$ cat config.mk
export PLATFORM = sky130hd
export DESIGN_NAME = aabb_side_collision_latch_top
export DESIGN_NICKNAME = d
export VERILOG_FILES = /design/src/rtl/aabb_pkg.sv /design/src/rtl/aabb_side_collision_latch_top.sv /design/src/rtl/aabb_front.sv /design/src/rtl/aabb_q.sv /design/src/rtl/aabb_back.sv
export SDC_FILE = /design/constraint.sdc
export NUM_CORES = 2
export LEC_CHECK = 0
export CAP_MARGIN = 10
export CELL_PAD_IN_SITES_DETAIL_PLACEMENT = 0
export CELL_PAD_IN_SITES_GLOBAL_PLACEMENT = 1
export CORE_UTILIZATION = 30
export CTS_BUF_LIST = sky130_fd_sc_hd__clkbuf_16
export CTS_CLUSTER_SIZE = 20
export DETAILED_ROUTE_END_ITERATION = 10
export DONT_BUFFER_PORTS = 1
export GPL_ROUTABILITY_DRIVEN = 0
export PLACE_DENSITY = 0.49
export RECOVER_POWER = 100
export SETUP_SLACK_MARGIN = 0.2
export SYNTH_ARGS = -nofsm -noshare
export SYNTH_HDL_FRONTEND = slang
export SYNTH_SLANG_ARGS = --single-unit
$ cat constraint.sdc
create_clock -name clk -period 9.5 [get_ports clk]
set_clock_uncertainty 0.05 [all_clocks]
set_input_delay 1.425 -clock clk [delete_from_list [all_inputs] [get_ports clk]]
set_output_delay 1.425 -clock clk [all_outputs]
set_load 0.05 [all_outputs]
$ cat src/rtl/aabb_pkg.sv
// Package for the AABB side collision latch: shared constants, register indexes and types.
// Used by every module in rtl/; depends on nothing.
`timescale 1ns / 1ps
`default_nettype none
package aabb_pkg;

	localparam int COORD_BITS_DEF = 16;
	localparam int ID_BITS_DEF    = 8;
	localparam int DIM_BITS       = 12;
	localparam int MARGIN_BITS    = 4;
	localparam logic [MARGIN_BITS-1:0] MARGIN_RESET = 4'd2;

	localparam int CFG_IDX_BITS  = 1;
	localparam int CFG_DATA_BITS = MARGIN_BITS;
	localparam logic [CFG_IDX_BITS-1:0] REG_RELEASE_MODE = 1'd0;
	localparam logic [CFG_IDX_BITS-1:0] REG_EDGE_MARGIN  = 1'd1;

	localparam int QDEPTH = 2;
	localparam int QPTR_W = 1;
	localparam int QCNT_W = 2;

	localparam logic MODE_A_MOVES = 1'b0;
	localparam logic MODE_B_MOVES = 1'b1;

	typedef enum logic [1:0] {
		SIDE_TOP    = 2'd0,
		SIDE_BOTTOM = 2'd1,
		SIDE_LEFT   = 2'd2,
		SIDE_RIGHT  = 2'd3
	} side_t;

	typedef struct packed {
		logic  hit;
		side_t side;
	} cls_t;

	localparam int CLS_BITS = $bits(cls_t);

endpackage
`default_nettype wire

$ cat src/rtl/aabb_side_collision_latch_top.sv
// An accepted word passes the front register, the queue and the output register.
// Throughput with out_stall low: one word per cycle in and one queue word out.
// A two-word queue parts the classifying front end from the latch back end.
// Reset (arst_n low, asynchronous): latches clear, saved positions and ids zero,
// release_mode 0, edge_margin 2, queue and output empty.
`timescale 1ns / 1ps
`default_nettype none
module aabb_side_collision_latch_top #(
	parameter int COORD_BITS = aabb_pkg::COORD_BITS_DEF,
	parameter int ID_BITS    = aabb_pkg::ID_BITS_DEF
) (
	input  wire                                   clk,
	input  wire                                   arst_n,
	input  wire                                   cfg_we,
	input  wire  [aabb_pkg::CFG_IDX_BITS-1:0]     cfg_idx,
	input  wire  [aabb_pkg::CFG_DATA_BITS-1:0]    cfg_data,
	input  wire                                   in_valid,
	output logic                                  in_stall,
	input  wire  signed [COORD_BITS-1:0]          a_x,
	input  wire  signed [COORD_BITS-1:0]          a_y,
	input  wire  [aabb_pkg::DIM_BITS-1:0]         a_w,
	input  wire  [aabb_pkg::DIM_BITS-1:0]         a_h,
	input  wire  signed [COORD_BITS-1:0]          b_x,
	input  wire  signed [COORD_BITS-1:0]          b_y,
	input  wire  [aabb_pkg::DIM_BITS-1:0]         b_w,
	input  wire  [aabb_pkg::DIM_BITS-1:0]         b_h,
	input  wire  [ID_BITS-1:0]                    other_id,
	output logic                                  out_valid,
	input  wire                                   out_stall,
	output logic                                  can_move_up,
	output logic                                  can_move_down,
	output logic                                  can_move_left,
	output logic                                  can_move_right,
	output logic                                  touch_top,
	output logic                                  touch_bottom,
	output logic                                  touch_left,
	output logic                                  touch_right
);

	localparam int QW = aabb_pkg::CLS_BITS + 4 * COORD_BITS + ID_BITS;

	logic                             release_mode_q;
	logic [aabb_pkg::MARGIN_BITS-1:0] edge_margin_q;
	logic                             q_push, q_full, q_pop, q_valid;
	logic [QW-1:0]                    q_din, q_dout;

	always_ff @(posedge clk or negedge arst_n) begin
		if (!arst_n) begin
			release_mode_q <= aabb_pkg::MODE_A_MOVES;
			edge_margin_q  <= aabb_pkg::MARGIN_RESET;
		end else if (cfg_we) begin
			unique case (cfg_idx)
				aabb_pkg::REG_RELEASE_MODE: begin
					release_mode_q <= cfg_data[0];
				end
				aabb_pkg::REG_EDGE_MARGIN: begin
					edge_margin_q <= cfg_data[aabb_pkg::MARGIN_BITS-1:0];
				end
				default: begin
				end
			endcase
		end
	end

	aabb_front #(
		.COORD_BITS (COORD_BITS),
		.ID_BITS    (ID_BITS)
	) u_front (
		.clk         (clk),
		.arst_n      (arst_n),
		.edge_margin (edge_margin_q),
		.in_valid    (in_valid),
		.in_stall    (in_stall),
		.a_x         (a_x),
		.a_y         (a_y),
		.a_w         (a_w),
		.a_h         (a_h),
		.b_x         (b_x),
		.b_y         (b_y),
		.b_w         (b_w),
		.b_h         (b_h),
		.other_id    (other_id),
		.q_full      (q_full),
		.q_push      (q_push),
		.q_din       (q_din)
	);

	aabb_q #(
		.W (QW)
	) u_q (
		.clk    (clk),
		.arst_n (arst_n),
		.push   (q_push),
		.din    (q_din),
		.full   (q_full),
		.pop    (q_pop),
		.valid  (q_valid),
		.dout   (q_dout)
	);

	aabb_back #(
		.COORD_BITS (COORD_BITS),
		.ID_BITS    (ID_BITS)
	) u_back (
		.clk            (clk),
		.arst_n         (arst_n),
		.release_mode   (release_mode_q),
		.q_valid        (q_valid),
		.q_dout         (q_dout),
		.q_pop          (q_pop),
		.out_valid      (out_valid),
		.out_stall      (out_stall),
		.can_move_up    (can_move_up),
		.can_move_down  (can_move_down),
		.can_move_left  (can_move_left),
		.can_move_right (can_move_right),
		.touch_top      (touch_top),
		.touch_bottom   (touch_bottom),
		.touch_left     (touch_left),
		.touch_right    (touch_right)
	);

endmodule
`default_nettype wire

$ cat src/rtl/aabb_front.sv
// Front end: grows both rectangles, tests overlap and picks the side of least penetration;
// a tie for least gives no hit. Depends on aabb_pkg; feeds the word queue.
`timescale 1ns / 1ps
`default_nettype none
module aabb_front #(
	parameter int COORD_BITS = aabb_pkg::COORD_BITS_DEF,
	parameter int ID_BITS    = aabb_pkg::ID_BITS_DEF
) (
	input  wire                                   clk,
	input  wire                                   arst_n,
	input  wire  [aabb_pkg::MARGIN_BITS-1:0]      edge_margin,
	input  wire                                   in_valid,
	output logic                                  in_stall,
	input  wire  signed [COORD_BITS-1:0]          a_x,
	input  wire  signed [COORD_BITS-1:0]          a_y,
	input  wire  [aabb_pkg::DIM_BITS-1:0]         a_w,
	input  wire  [aabb_pkg::DIM_BITS-1:0]         a_h,
	input  wire  signed [COORD_BITS-1:0]          b_x,
	input  wire  signed [COORD_BITS-1:0]          b_y,
	input  wire  [aabb_pkg::DIM_BITS-1:0]         b_w,
	input  wire  [aabb_pkg::DIM_BITS-1:0]         b_h,
	input  wire  [ID_BITS-1:0]                    other_id,
	input  wire                                   q_full,
	output logic                                  q_push,
	output logic [aabb_pkg::CLS_BITS+4*COORD_BITS+ID_BITS-1:0] q_din
);

	localparam int GW = aabb_pkg::DIM_BITS + 1;
	localparam int EW = ((COORD_BITS > GW + 1) ? COORD_BITS : GW + 1) + 1;
	localparam int PW = EW + 1;

	logic [GW-1:0] aw_g, ah_g, bw_g, bh_g;
	logic signed [EW-1:0] ax_in, ay_in, bx_in, by_in;

	logic                         vld_s1;
	logic signed [COORD_BITS-1:0] ax_s1, ay_s1, bx_s1, by_s1;
	logic signed [EW-1:0]         ar_s1, ab_s1, br_s1, bb_s1;
	logic [ID_BITS-1:0]           id_s1;

	logic signed [EW-1:0] ax_e, ay_e, bx_e, by_e;
	logic signed [PW-1:0] pen_top, pen_bot, pen_lft, pen_rgt;
	logic                 overlap;
	logic [3:0]           sm;
	aabb_pkg::cls_t       cls;
	logic                 adv;

	assign aw_g = GW'(a_w) + GW'(edge_margin);
	assign ah_g = GW'(a_h) + GW'(edge_margin);
	assign bw_g = GW'(b_w) + GW'(edge_margin);
	assign bh_g = GW'(b_h) + GW'(edge_margin);
	assign ax_in = EW'(a_x);
	assign ay_in = EW'(a_y);
	assign bx_in = EW'(b_x);
	assign by_in = EW'(b_y);

	assign q_push   = vld_s1 && !q_full;
	assign adv      = !vld_s1 || !q_full;
	assign in_stall = !adv;

	always_ff @(posedge clk or negedge arst_n) begin
		if (!arst_n) begin
			vld_s1 <= 1'b0;
		end else if (adv) begin
			vld_s1 <= in_valid;
		end
	end

	always_ff @(posedge clk) begin
		if (adv && in_valid) begin
			ax_s1 <= a_x;
			ay_s1 <= a_y;
			bx_s1 <= b_x;
			by_s1 <= b_y;
			ar_s1 <= ax_in + signed'(EW'(aw_g));
			ab_s1 <= ay_in + signed'(EW'(ah_g));
			br_s1 <= bx_in + signed'(EW'(bw_g));
			bb_s1 <= by_in + signed'(EW'(bh_g));
			id_s1 <= other_id;
		end
	end

	assign ax_e = EW'(ax_s1);
	assign ay_e = EW'(ay_s1);
	assign bx_e = EW'(bx_s1);
	assign by_e = EW'(by_s1);

	assign overlap = (ax_e < br_s1) && (ar_s1 > bx_e) && (ay_e < bb_s1) && (ab_s1 > by_e);

	assign pen_top = PW'(ab_s1) - PW'(by_e);
	assign pen_bot = PW'(bb_s1) - PW'(ay_e);
	assign pen_lft = PW'(ar_s1) - PW'(bx_e);
	assign pen_rgt = PW'(br_s1) - PW'(ax_e);

	assign sm[0] = (pen_top < pen_bot) && (pen_top < pen_lft) && (pen_top < pen_rgt);
	assign sm[1] = (pen_bot < pen_top) && (pen_bot < pen_lft) && (pen_bot < pen_rgt);
	assign sm[2] = (pen_lft < pen_top) && (pen_lft < pen_bot) && (pen_lft < pen_rgt);
	assign sm[3] = (pen_rgt < pen_top) && (pen_rgt < pen_bot) && (pen_rgt < pen_lft);

	always_comb begin
		cls.hit = overlap && (|sm);
		priority if (sm[0]) begin
			cls.side = aabb_pkg::SIDE_TOP;
		end else if (sm[1]) begin
			cls.side = aabb_pkg::SIDE_BOTTOM;
		end else if (sm[2]) begin
			cls.side = aabb_pkg::SIDE_LEFT;
		end else begin
			cls.side = aabb_pkg::SIDE_RIGHT;
		end
	end

	assign q_din = {cls, ax_s1, ay_s1, bx_s1, by_s1, id_s1};

endmodule
`default_nettype wire

$ cat src/rtl/aabb_q.sv
// Two-entry word queue between the front end and the latch back end.
// Depends on aabb_pkg for depth and pointer widths.
`timescale 1ns / 1ps
`default_nettype none
module aabb_q #(
	parameter int W = 8
) (
	input  wire          clk,
	input  wire          arst_n,
	input  wire          push,
	input  wire  [W-1:0] din,
	output logic         full,
	input  wire          pop,
	output logic         valid,
	output logic [W-1:0] dout
);

	logic [W-1:0]                  mem_q [aabb_pkg::QDEPTH];
	logic [aabb_pkg::QPTR_W-1:0]   wr_ptr_q, rd_ptr_q;
	logic [aabb_pkg::QCNT_W-1:0]   count_q;

	assign full  = (count_q == aabb_pkg::QCNT_W'(aabb_pkg::QDEPTH));
	assign valid = (count_q != '0);
	assign dout  = mem_q[rd_ptr_q];

	always_ff @(posedge clk or negedge arst_n) begin
		if (!arst_n) begin
			wr_ptr_q <= '0;
			rd_ptr_q <= '0;
			count_q  <= '0;
		end else begin
			if (push) begin
				wr_ptr_q <= wr_ptr_q + 1'b1;
			end
			if (pop) begin
				rd_ptr_q <= rd_ptr_q + 1'b1;
			end
			if (push && !pop) begin
				count_q <= count_q + 1'b1;
			end else if (pop && !push) begin
				count_q <= count_q - 1'b1;
			end
		end
	end

	always_ff @(posedge clk) begin
		if (push) begin
			mem_q[wr_ptr_q] <= din;
		end
	end

`ifndef SYNTHESIS
	a_no_overflow: assert property (@(posedge clk) disable iff (!arst_n)
		push |-> (!full || pop))
		else $error("queue written while full");
	a_no_underflow: assert property (@(posedge clk) disable iff (!arst_n)
		pop |-> valid)
		else $error("queue read while empty");
`endif

endmodule
`default_nettype wire

$ cat src/rtl/aabb_back.sv
// Back end: side latches, release checks and the registered result word.
// Depends on aabb_pkg; drains the word queue.
`timescale 1ns / 1ps
`default_nettype none
module aabb_back #(
	parameter int COORD_BITS = aabb_pkg::COORD_BITS_DEF,
	parameter int ID_BITS    = aabb_pkg::ID_BITS_DEF
) (
	input  wire                clk,
	input  wire                arst_n,
	input  wire                release_mode,
	input  wire                q_valid,
	input  wire  [aabb_pkg::CLS_BITS+4*COORD_BITS+ID_BITS-1:0] q_dout,
	output logic               q_pop,
	output logic               out_valid,
	input  wire                out_stall,
	output logic               can_move_up,
	output logic               can_move_down,
	output logic               can_move_left,
	output logic               can_move_right,
	output logic               touch_top,
	output logic               touch_bottom,
	output logic               touch_left,
	output logic               touch_right
);

	aabb_pkg::cls_t               cls;
	logic signed [COORD_BITS-1:0] ax, ay, bx, by;
	logic [ID_BITS-1:0]           id;

	logic                         latched_q [4];
	logic signed [COORD_BITS-1:0] sax_q [4];
	logic signed [COORD_BITS-1:0] say_q [4];
	logic signed [COORD_BITS-1:0] sbx_q [4];
	logic signed [COORD_BITS-1:0] sby_q [4];
	logic [ID_BITS-1:0]           sid_q [4];

	logic                         hit_s   [4];
	logic                         lat_n   [4];
	logic signed [COORD_BITS-1:0] sax_n   [4];
	logic signed [COORD_BITS-1:0] say_n   [4];
	logic signed [COORD_BITS-1:0] sbx_n   [4];
	logic signed [COORD_BITS-1:0] sby_n   [4];
	logic [ID_BITS-1:0]           sid_n   [4];
	logic                         act     [4];
	logic                         rel     [4];
	logic                         lat_new [4];

	logic out_valid_q;

	assign {cls, ax, ay, bx, by, id} = q_dout;
	assign q_pop     = q_valid && (!out_valid_q || !out_stall);
	assign out_valid = out_valid_q;

	always_comb begin
		for (int s = 0; s < 4; s++) begin
			hit_s[s] = cls.hit && (cls.side == aabb_pkg::side_t'(s));
			lat_n[s] = latched_q[s] || hit_s[s];
			sax_n[s] = hit_s[s] ? ax : sax_q[s];
			say_n[s] = hit_s[s] ? ay : say_q[s];
			sbx_n[s] = hit_s[s] ? bx : sbx_q[s];
			sby_n[s] = hit_s[s] ? by : sby_q[s];
			sid_n[s] = hit_s[s] ? id : sid_q[s];
			act[s]   = lat_n[s] &&
				((release_mode == aabb_pkg::MODE_A_MOVES) || (sid_n[s] == id));
		end
		if (release_mode == aabb_pkg::MODE_A_MOVES) begin
			rel[aabb_pkg::SIDE_TOP]    = (ay < say_n[aabb_pkg::SIDE_TOP]) ||
				(ax != sax_n[aabb_pkg::SIDE_TOP]);
			rel[aabb_pkg::SIDE_BOTTOM] = (ay > say_n[aabb_pkg::SIDE_BOTTOM]) ||
				(ax != sax_n[aabb_pkg::SIDE_BOTTOM]);
			rel[aabb_pkg::SIDE_LEFT]   = (ax < sax_n[aabb_pkg::SIDE_LEFT]) ||
				(ay != say_n[aabb_pkg::SIDE_LEFT]);
			rel[aabb_pkg::SIDE_RIGHT]  = (ax > sax_n[aabb_pkg::SIDE_RIGHT]) ||
				(ay != say_n[aabb_pkg::SIDE_RIGHT]);
		end else begin
			rel[aabb_pkg::SIDE_TOP]    = (by > sby_n[aabb_pkg::SIDE_TOP]) ||
				(bx != sbx_n[aabb_pkg::SIDE_TOP]);
			rel[aabb_pkg::SIDE_BOTTOM] = (by < sby_n[aabb_pkg::SIDE_BOTTOM]) ||
				(bx != sbx_n[aabb_pkg::SIDE_BOTTOM]);
			rel[aabb_pkg::SIDE_LEFT]   = (bx > sbx_n[aabb_pkg::SIDE_LEFT]) ||
				(by != sby_n[aabb_pkg::SIDE_LEFT]);
			rel[aabb_pkg::SIDE_RIGHT]  = (bx < sbx_n[aabb_pkg::SIDE_RIGHT]) ||
				(by != sby_n[aabb_pkg::SIDE_RIGHT]);
		end
		for (int s = 0; s < 4; s++) begin
			lat_new[s] = lat_n[s] && !(act[s] && rel[s]);
		end
	end

	always_ff @(posedge clk or negedge arst_n) begin
		if (!arst_n) begin
			for (int s = 0; s < 4; s++) begin
				latched_q[s] <= 1'b0;
				sax_q[s]     <= '0;
				say_q[s]     <= '0;
				sbx_q[s]     <= '0;
				sby_q[s]     <= '0;
				sid_q[s]     <= '0;
			end
			out_valid_q <= 1'b0;
		end else begin
			if (q_pop) begin
				for (int s = 0; s < 4; s++) begin
					latched_q[s] <= lat_new[s];
					sax_q[s]     <= sax_n[s];
					say_q[s]     <= say_n[s];
					sbx_q[s]     <= sbx_n[s];
					sby_q[s]     <= sby_n[s];
					sid_q[s]     <= sid_n[s];
				end
				out_valid_q <= 1'b1;
			end else if (!out_stall) begin
				out_valid_q <= 1'b0;
			end
		end
	end

	always_ff @(posedge clk) begin
		if (q_pop) begin
			can_move_up    <= !act[aabb_pkg::SIDE_BOTTOM];
			can_move_down  <= !act[aabb_pkg::SIDE_TOP];
			can_move_left  <= !act[aabb_pkg::SIDE_RIGHT];
			can_move_right <= !act[aabb_pkg::SIDE_LEFT];
			touch_top      <= lat_new[aabb_pkg::SIDE_TOP];
			touch_bottom   <= lat_new[aabb_pkg::SIDE_BOTTOM];
			touch_left     <= lat_new[aabb_pkg::SIDE_LEFT];
			touch_right    <= lat_new[aabb_pkg::SIDE_RIGHT];
		end
	end

`ifndef SYNTHESIS
	a_hit_latches: assert property (@(posedge clk) disable iff (!arst_n)
		q_pop && cls.hit |=> latched_q[$past(cls.side)])
		else $error("fresh hit not latched");
	a_touch_matches: assert property (@(posedge clk) disable iff (!arst_n)
		q_pop |=> (touch_top == latched_q[aabb_pkg::SIDE_TOP]) &&
			(touch_bottom == latched_q[aabb_pkg::SIDE_BOTTOM]) &&
			(touch_left == latched_q[aabb_pkg::SIDE_LEFT]) &&
			(touch_right == latched_q[aabb_pkg::SIDE_RIGHT]))
		else $error("touch flags disagree with latch state");
	a_pop_gives_word: assert property (@(posedge clk) disable iff (!arst_n)
		q_pop |=> out_valid_q)
		else $error("popped word not presented");
	a_block_needs_latch: assert property (@(posedge clk) disable iff (!arst_n)
		q_pop && !cls.hit && !latched_q[aabb_pkg::SIDE_TOP] |=> can_move_down)
		else $error("top blocked without a latch");
`endif

endmodule
`default_nettype wire

==> impl_metrics.prom <==
# TYPE chip_impl_metric gauge
chip_impl_info{name="status",value="complete, but fails checks"} 1
chip_impl_info{name="violated_checks",value="capacitance limit, slew limit"} 1
chip_impl_metric{name="die_height",unit="um"} 349
chip_impl_metric{name="period_share",unit="%"} 69.3
chip_impl_metric{name="cts_post_setup_buffers_inserted",unit=""} 0
chip_impl_metric{name="drtAntennaViolNets",unit=""} 0
chip_impl_info{name="tritoncts_clock_tree",value="yes"} 1
chip_impl_info{name="holdCritPathClass",value="reg2reg"} 1
chip_impl_metric{name="placed_cells_incl_taps",unit=""} 5187
chip_impl_metric{name="crit_arrival",unit="ns"} 7.05
chip_impl_metric{name="via_per_inst",unit=""} 4.76
chip_impl_metric{name="dpl_worst_slack",unit="ns"} 4.17
chip_impl_metric{name="first_global_vias",unit=""} 25300
chip_impl_metric{name="max_slew_margin",unit="%"} -150
chip_impl_metric{name="cell_internal_pwr",unit="mW"} 8.88
chip_impl_info{name="grt_setup_unrepaired",value="false"} 1
chip_impl_metric{name="sw_frac_of_total",unit="%"} 42.9
chip_impl_metric{name="final_period_minus_worst_setup_slack",unit="ns"} 6.59
chip_impl_info{name="ys_top_cells_by_count",value="426 x sky130_fd_sc_hd__a21oi_1, 337 x sky130_fd_sc_hd__ha_1, 337 x sky130_fd_sc_hd__nor2_1"} 1
chip_impl_info{name="crit_top_cell",value="sky130_fd_sc_hd__o21a_1"} 1
chip_impl_metric{name="async_reset_ff_share",unit="%"} 50.4
chip_impl_metric{name="total_clock_buffers_created_by_cts",unit=""} 79
chip_impl_info{name="timing.setup.critical_path_class",value="reg2reg"} 1
chip_impl_metric{name="buffer_ports.inserted",unit=""} 0
chip_impl_metric{name="post_cts.resized_instances",unit=""} 0
chip_impl_metric{name="cts.path.max_buffers",unit=""} 3
chip_impl_info{name="ys_dominant_reg_cell",value="sky130_fd_sc_hd__dfrtp_1"} 1
chip_impl_metric{name="detail_route.wirelength",unit="um"} 107000
chip_impl_metric{name="coreArea",unit="sq um"} 119000
chip_impl_metric{name="power_leakage",unit="nW"} 17.0
chip_impl_metric{name="share_of_final_layout_standard_cells_stronger_than_drive_strength_1",unit="%"} 6.03
chip_impl_metric{name="io-pin-count",unit=""} 140
chip_impl_metric{name="grt_first_pass_wirelength",unit="um"} 163000
chip_impl_metric{name="pwr-share-clk",unit="%"} 19.1
chip_impl_metric{name="grt.overflow.total",unit=""} 0
chip_impl_metric{name="ys_ff_latch",unit=""} 601
chip_impl_metric{name="grt_usage",unit="%"} 17.7
chip_impl_metric{name="power_density",unit="nW/um^2"} 380
chip_impl_metric{name="power_frac_comb",unit="%"} 51.9
chip_impl_metric{name="seqPwrFrac",unit="%"} 29.0
chip_impl_metric{name="worst_slack",unit="ns"} 2.91
chip_impl_metric{name="critical_path.max_fanout",unit=""} 45
chip_impl_info{name="cp_cell_sequence",value="buf_4 > nand3_1 > a21oi_4 > buf_4 > clkbuf_1 > o21ai_0 > ha_1 > nor2b_1 > o21a_1 > o21a_1 > o21a_1 > o21a_1 > o21a_1 > o21ai_0 > nand2b_1 > a211o_1 > a311oi_1 > or3_1 > o21a_1"} 1
chip_impl_metric{name="synth_enable_flop_cells",unit=""} 298
chip_impl_metric{name="synth.distinct_cells",unit=""} 86
chip_impl_metric{name="drt_first_pass_iters",unit=""} 5
chip_impl_metric{name="seq_area_frac_synth",unit="%"} 45.8
chip_impl_metric{name="synth_top_area_share",unit="%"} 24.8
chip_impl_info{name="cts_root_buf",value="sky130_fd_sc_hd__clkbuf_16"} 1
chip_impl_metric{name="die_width",unit="um"} 349
chip_impl_metric{name="clkTransAtPathRegs",unit="ns"} 0.06
chip_impl_metric{name="fmax",unit="GHz"} 0.152
chip_impl_metric{name="totalNegativeSetupSlack",unit="ns"} 0
chip_impl_metric{name="count_of_hold_buffers_inserted_by_post_cts_repair",unit=""} 0
chip_impl_info{name="endpoint_kind",value="flop"} 1
chip_impl_metric{name="pin_count_of_the_biggest_net_entering_global_routing",unit=""} 304
chip_impl_metric{name="finish.net_count",unit=""} 4147
chip_impl_metric{name="postSynthCellCount",unit=""} 3619
chip_impl_metric{name="routed-via-count",unit=""} 25400
chip_impl_metric{name="max-vdd-ir-drop",unit="V"} 0.000139
chip_impl_metric{name="p_switching",unit="mW"} 6.68
chip_impl_metric{name="report.final.hold_viol_count",unit=""} 0
chip_impl_metric{name="post_drt_wl_per_cell",unit="um"} 20.1
chip_impl_metric{name="finalNonFillerCells",unit=""} 5335
chip_impl_metric{name="syn-num-nets",unit=""} 4098
chip_impl_metric{name="cpPeakStageDelay",unit="ns"} 1.36
chip_impl_info{name="slowest_cell_on_the_critical_path",value="sky130_fd_sc_hd__clkbuf_1"} 1
chip_impl_metric{name="worst-endpoint-required",unit="ns"} 9.96
chip_impl_metric{name="clock-sinks",unit=""} 601
chip_impl_metric{name="die_area",unit="sq um"} 122000
chip_impl_metric{name="drc",unit=""} 0
chip_impl_info{name="yosys-top-cells-area",value="sky130_fd_sc_hd__edfxtp_1 25%, sky130_fd_sc_hd__dfrtp_1 21%, sky130_fd_sc_hd__ha_1 12%"} 1
chip_impl_metric{name="tightest_pin_transition",unit="ns"} 3.75
chip_impl_info{name="yosysMostFrequentCell",value="sky130_fd_sc_hd__a21oi_1"} 1
chip_impl_metric{name="syn-cell-area",unit="sq um"} 36100
chip_impl_metric{name="dp_hpwl",unit="um"} 80500
chip_impl_metric{name="floorplan.rows",unit=""} 126
chip_impl_metric{name="grt_antenna_before_repair",unit=""} 11
chip_impl_metric{name="area_delta_synth_final",unit="%"} 13.2
chip_impl_metric{name="cap_viol_max_count",unit=""} 12
chip_impl_info{name="kind_of_launch_point_of_the_worst_setup_path",value="flop"} 1
chip_impl_metric{name="drv_slew",unit=""} 713
chip_impl_info{name="post_synth_top_area_cell",value="sky130_fd_sc_hd__edfxtp_1"} 1
chip_impl_metric{name="drt_iter0_drc",unit=""} 1594
chip_impl_metric{name="post_synth.cell_area_avg",unit="sq um"} 9.98
chip_impl_metric{name="clk_latency",unit="ns"} 0.66
chip_impl_metric{name="setup_viol_count_final",unit=""} 0
chip_impl_metric{name="yosysWarningCount",unit=""} 0
chip_impl_metric{name="htree_num_levels",unit=""} 3
chip_impl_metric{name="initial_core_util",unit="%"} 30.4
area by class of cell:
cell class                 instances  area, sq um
fill                           12100        77800
multi-input combinational       2681        18400
sequential                       601        16500
clock buffer                      80         2000
tap                             1600         2000
inverter                         223          837
timing repair buffer              82          578
clock inverter                    65          554
antenna                            3         7.51
flip-flops by register name (all words and copies together) (netlist names), 17 cells and up:
register,count
u_q.mem_q,150
u_front.ab_s1,17
u_front.ar_s1,17
u_back.sbx_q,64
u_back.sby_q,64
u_back.sax_q,64
u_back.sid_q,32
u_back.say_q,64
u_front.br_s1,17
u_front.bb_s1,17
through the flow:
step / area [sq um] / hold WS, ns / total power [mW] / utilization [%]
after floorplan: 36100 / 0.371 / 10.2 / -
after global placement: 38400 / 0.409 / 12.8 / 32.4
after detailed placement: 38400 / 0.390 / 12.7 / 32.4
after CTS: 41000 / 0.391 / 15.8 / 34.5
after global routing: 40900 / 0.399 / 17.0 / 34.5
final: 40900 / 0.416 / 15.6 / 34.5
logic make-up after synthesis:
family | count (synthesis) | synth area share [%]
compound gates | 975 | 15.9
xor+xnor | 316 | 7.82
fa+ha+maj | 358 | 12.6
buf+inv | 337 | 3.52
flops | 601 | 45.8
mux | 85 | 2.38
simple gates | 947 | 12.1
layout by cell type (no fill, tap or decap), types with 37 or more instances in the layout:
cell	Yosys	routed
sky130_fd_sc_hd__dfrtp_1	302	302
sky130_fd_sc_hd__inv_1	221	234
sky130_fd_sc_hd__nor2_1	337	336
sky130_fd_sc_hd__ha_1	337	337
sky130_fd_sc_hd__nand2_1	279	279
sky130_fd_sc_hd__o21ai_0	264	265
sky130_fd_sc_hd__a21o_1	52	52
sky130_fd_sc_hd__edfxtp_1	298	298
sky130_fd_sc_hd__nor3_1	37	37
sky130_fd_sc_hd__xnor2_1	176	176
sky130_fd_sc_hd__mux2i_1	78	76
sky130_fd_sc_hd__a21oi_1	426	423
sky130_fd_sc_hd__nand4_1	77	77
sky130_fd_sc_hd__nor2b_1	52	52
sky130_fd_sc_hd__clkbuf_16	0	80
sky130_fd_sc_hd__o21a_1	54	54
sky130_fd_sc_hd__xor2_1	135	135
sky130_fd_sc_hd__buf_4	0	71
layer usage:
layer / GRT usage, % / vias to the layer above / share of wire [%]
li1: - / 13100 / -
met1: 24.1 / 11900 / 47
met2: 29.0 / 340 / 47
met3: 3.06 / 123 / 4.0
met4: 4.36 / 8 / 2.0
met5: 0 / - / 0.046
power by group through the flow:
stage	Combinational [mW]	Clock [mW]	Sequential (mW)
floorplan	5.85	0	4.33
global placement	8.23	0	4.53
detailed placement	8.20	0	4.53
CTS	8.26	3.08	4.49
global route	9.24	3.17	4.62
finish	8.08	2.97	4.51
worst paths after layout:
| kind | from | to | slack (ns) | cells after the start |
|---|---|---|---|---|
| max in group asynchronous | arst_n | u_back.say_q[3]$_DFFE_PN0P_ | 8.04 | 0 |
| max | u_q.rd_ptr_q$_DFFE_PN0P_ | u_back.touch_right$_DFFE_PP_ | 2.91 | 19 |
| min reg2reg | u_front.id_s1[2]$_DFFE_PP_ | u_q.mem_q[1][2]$_DFFE_PP_ | 0.42 | 0 |
| min | u_front.id_s1[2]$_DFFE_PP_ | u_q.mem_q[1][2]$_DFFE_PP_ | 0.42 | 0 |
| min in group asynchronous | arst_n | u_back.sax_q[22]$_DFFE_PN0P_ | 0.46 | 0 |
| max reg2reg | u_q.rd_ptr_q$_DFFE_PN0P_ | u_back.touch_right$_DFFE_PP_ | 2.91 | 19 |
worst max-delay path, delay by kind of cell, from the launching register on:
family	cells	cell delay, ns
AO/OA/AOI/OAI	11	2.03
adder cells (fa/ha/maj)	1	0.38
buffers and inverters	3	2.30
flip-flops	1	0.94
AND/OR/NAND/NOR	4	0.70
No activity file was read; power rests on OpenSTA's default activity.
